**src/rtl/core/dahdsr_ram.sv**
```systemverilog
// Generic simple dual-port RAM, one write and one registered read port.
// No dependencies.
`timescale 1ns / 1ps

module dahdsr_ram #(
    parameter int WIDTH = 8,
    parameter int DEPTH = 8
) (
    input  logic                                     clk,
    input  logic                                     we,
    input  logic [((DEPTH > 1) ? $clog2(DEPTH) : 1)-1:0] waddr,
    input  logic [WIDTH-1:0]                         wdata,
    input  logic                                     re,
    input  logic [((DEPTH > 1) ? $clog2(DEPTH) : 1)-1:0] raddr,
    output logic [WIDTH-1:0]                         rdata
);

    logic [WIDTH-1:0] mem [DEPTH];

    always_ff @(posedge clk)
    begin
        if (we)
        begin
            mem[waddr] <= wdata;
        end
        if (re)
        begin
            rdata <= mem[raddr];
        end
    end

endmodule

```
**config.mk**
```make
export PLATFORM = sky130hd
export DESIGN_NAME = dahdsr_ram
export DESIGN_NICKNAME = d
export VERILOG_FILES = /design/src/rtl/core/dahdsr_ram.sv
export SDC_FILE = /design/constraint.sdc
export NUM_CORES = 1
export LEC_CHECK = 0
export BUFFER_PORTS_ARGS = -buffer_cell sky130_fd_sc_hd__buf_4
export CAP_MARGIN = 10
export CORE_UTILIZATION = 45
export DETAILED_ROUTE_END_ITERATION = 10
export PLACE_DENSITY_LB_ADDON = 0.25
export SYNTH_ARGS = -nofsm -noshare
export SYNTH_HDL_FRONTEND = slang
export SYNTH_SLANG_ARGS = --single-unit
export TNS_END_PERCENT = 50
```
**constraint.sdc**
```tcl
create_clock -name clk -period 3.4 [get_ports clk]
set_input_delay 0.17 -clock clk [delete_from_list [all_inputs] [get_ports clk]]
set_output_delay 0.17 -clock clk [all_outputs]
set_load 0.02 [all_outputs]
```
Yosys cells after proc, flatten, opt, wreduce, memory -nomap -nowiden --
Memory sizes are Yosys's and may differ from the RTL's. A register that Yosys moved wholly into a read port is not among the register bits. Cells that the tools add are included.
Cells by class: mux-type cells 2
Operators with widths (count):
- $mux 1 | 2
Word-level totals: register bits after elaboration 0, RAM bits 64, bits of input ports 17, logic and storage cells 3, memories 1
Memories:
- mem | words 8, bits a word 8, rd ports 1, clocked after memory_dff 1, write ports 1, line 18 | logic [WIDTH-1:0] mem [DEPTH];

Longest topological paths before layout --
depth in word-level cells 2, gate-level depth with buffers 4, mapped depth without buffers 2

Least setup slack after synthesis --
Ideal clock, no wire load.
path type input -> register, start point input port raddr[0] (netlist name), end point register rdata[1], read port of mem, data pin, arrival 1.193 ns, data required time 3.140 ns, setup slack 1.947 ns, cell stages on the path 4, path through buf_6 -> buf_12 -> mux4_1 -> mux2_2
RTL lines:
- from (decl) | line 14 | input logic [((DEPTH > 1) ? $clog2(DEPTH) : 1)-1:0] raddr,
- to (decl) | line 15 | output logic [WIDTH-1:0] rdata

Final worst setup path --
start point input port waddr[2] (netlist name), end point memory mem[0][2] (enable)
RTL lines:
- from (decl) | line 11 | input logic [((DEPTH > 1) ? $clog2(DEPTH) : 1)-1:0] waddr,
- to (decl) | line 18
No word-level cell before the write port.

==> results.json <==
{
  "post_drt_wl_per_cell_um": 20.3,
  "antenna_found_initial": 0,
  "netlist.top_cell.by_area": "edfxtp_1",
  "min_to": "mem[3][1]",
  "endpoint_kind": "flip-flop",
  "layout_commonest_cell": "edfxtp_1",
  "hold_ws_ns": 0.0615,
  "drive_gt1_share_pct": 29.1,
  "die_h_um": 80.5,
  "grt_use_met1_pct": 19.7,
  "r2r_cells": 2,
  "critPathMaxStageDelay_ns": 0.88,
  "std_cell_rows": 28,
  "worstPathRequired_ns": 3.35,
  "hp-start": "wdata[1]",
  "cts_buffer_depth": 2,
  "die_w_um": 80.5,
  "dp_hpwl_mm": 2.79,
  "worstMarginPinSlew_ns": 1.14,
  "drt_iter0_drc": 83,
  "post-route-min-period_ns": 1.40,
  "syn-cell-area_um2": 2770,
  "coreArea_um2": 5920,
  "mostFrequentLayoutCells": "edfxtp_1, buf_4, mux4_1, clkbuf_8, mux2_2",
  "worst-path-buf-inv": 1,
  "boundaryPins": 25,
  "busiest_layer": "met2",
  "timing.fmax_mhz": 714,
  "clock_sinks": 72,
  "peakVddDrop_uv": 254,
  "power_density_nw_per_um2": 524,
  "slowest_stage": "nor3_1",
  "nets": 162,
  "startpoint_type": "input port",
  "cts-htree-levels": 3,
  "routed_via_density": 5.48,
  "hp-class": "input port to flip-flop",
  "clk_latency_ns": 0.33,
  "ys_ff_latch": 72,
  "skew_ns": 0.00558,
  "avgSynthCellArea_um2": 24.3,
  "worstSetupPathType": "input port to flip-flop",
  "post_cts_resized": 0,
  "p_leak_nw": 1.07,
  "grt.overflow.total": 0,
  "drc": 0,
  "grtUsageMet2_pct": 25.0,
  "synth.area.top_cells": "edfxtp_1, mux4_1, mux2_2",
  "cts_hold_buf": 0,
  "met3_usage_pct": 5.80,
  "slew_violations": 0,
  "grt_pass1_wl_mm": 6.72,
  "ys_seq_area_share_pct": 78.0,
  "relSlewSlack_pct": 23.5,
  "grt_usage_pct": 15.9,
  "tns_ns": 0,
  "clkTransAtPathRegs_ns": 0.06,
  "grt_pass1_vias": 1223,
  "io_buffers": 24,
  "final_antenna_net_count": 0,
  "min_path_cells": 1,
  "area_growth_pct": 13.7,
  "fin_crit_sh_pct": 41.2,
  "ys_types": 13,
  "globalplace.congestion": 0.677,
  "cts_setup_buffers": 0,
  "die-area_um2": 6480,
  "rr_startpoint": "mem[1][3]",
  "cp_max_fo": 8,
  "maxCapViolCount": 0,
  "root_buffer": "clkbuf_8",
  "crit_chain": "buf_4 -> nand2b_1 -> nor3_1",
  "r2r_slack_ns": 2.00,
  "routed_wl_mm": 4.53,
  "outcome": "finished, final reports clean",
  "synth_warnings": 0,
  "grt_start_max_net_pins": 17,
  "arrival_ns": 1.35,
  "dr.pass1.iters": 4,
  "cts_inserted_buffers": 9,
  "synthCells": 114,
  "cts_tree": "done",
  "hold_viol": 0,
  "cp_top_family": "simple AND/OR/NAND/NOR gates",
  "finalSetupViolations": 0,
  "reg2reg_to": "rdata[3]",
  "synth.top_cell.area_share_pct": 78.0,
  "vias": 1222,
  "initial_core_util_pct": 46.8,
  "synth_nets": 131,
  "antenna_cells": 0,
  "rsz0062_at_grt": "false"
}
==> how the worst max path moves through the flow <==
| stage | start | to | slack [ns] | cells past startpoint |
|---|---|---|---|---|
| 6_report | waddr[2] | mem[0][2] | 2.00 | 3 |
| 5_1_grt | waddr[2] | mem[0][2] | 1.88 | 3 |
| 4_1_cts | waddr[2] | mem[0][2] | 1.99 | 3 |
| 3_5_place_dp | waddr[2] | mem[0][0] | 1.63 | 3 |
| 3_3_place_gp | waddr[2] | mem[0][5] | 1.71 | 3 |
| 2_1_floorplan | raddr[0] | rdata[1] | 1.95 | 4 |
==> logic make-up (layout without fill, tap and decap cells) <==
group	Yosys count	after routing	synth area share (%)
simple gates	13	13	2.12
buf+inv	5	39	1.58
mux	24	24	18.3
flops	72	72	78.0
==> routing by layer <==
layer  up-vias  part of all wire [%]
met5         -                     0
met4         0                   2.3
met3        10                   4.1
met2        40                    50
met1       623                    44
li1        549                     -
==> synthesized netlist by cell type <==
library cell,count
nand2_1,2
clkbuf_1,1
mux2_2,8
nor2_1,6
edfxtp_1,72
mux4_2,1
buf_1,1
nor3_1,2
nand2b_1,3
buf_2,1
mux4_1,15
buf_6,1
buf_12,1
==> cell type report <==
cell class / count / area, µm²
clock buffers: 11 / 131
fillers: 465 / 2770
clock inverters: 3 / 11.3
repair buffers: 25 / 188
flip-flops and latches: 72 / 2160
well taps: 75 / 93.8
multi-input cells: 37 / 566
==> state kept, by name, summed over array words and instances (netlist names) <==
register  cells
mem          64
rdata         8
==> stage by stage <==
stage / instance area [µm²] / std cells / utilization (%) / power (mW) / worst slack (ns)
2_1_floorplan: 2770 / 114 / - / 1.10 / 1.95
3_3_place_gp: 3010 / 209 / 50.8 / 1.15 / 1.71
3_5_place_dp: 3010 / 209 / 50.8 / 1.15 / 1.63
4_1_cts: 3150 / 223 / 53.2 / 1.66 / 1.99
5_1_grt: 3150 / 223 / 53.2 / 1.70 / 1.88
6_report: 3150 / 223 / 53.2 / 1.65 / 2.00
==> where the power goes <==
group	switching, mW	internal [mW]	leakage, nW	total (mW)
Sequential	0.00735	1.01	0.660	1.02
Combinational	0.0544	0.0534	0.338	0.108
Clock	0.274	0.250	0.0718	0.524
Total	0.336	1.32	1.07	1.65
Note: power is estimated with default switching activity, not from simulation.
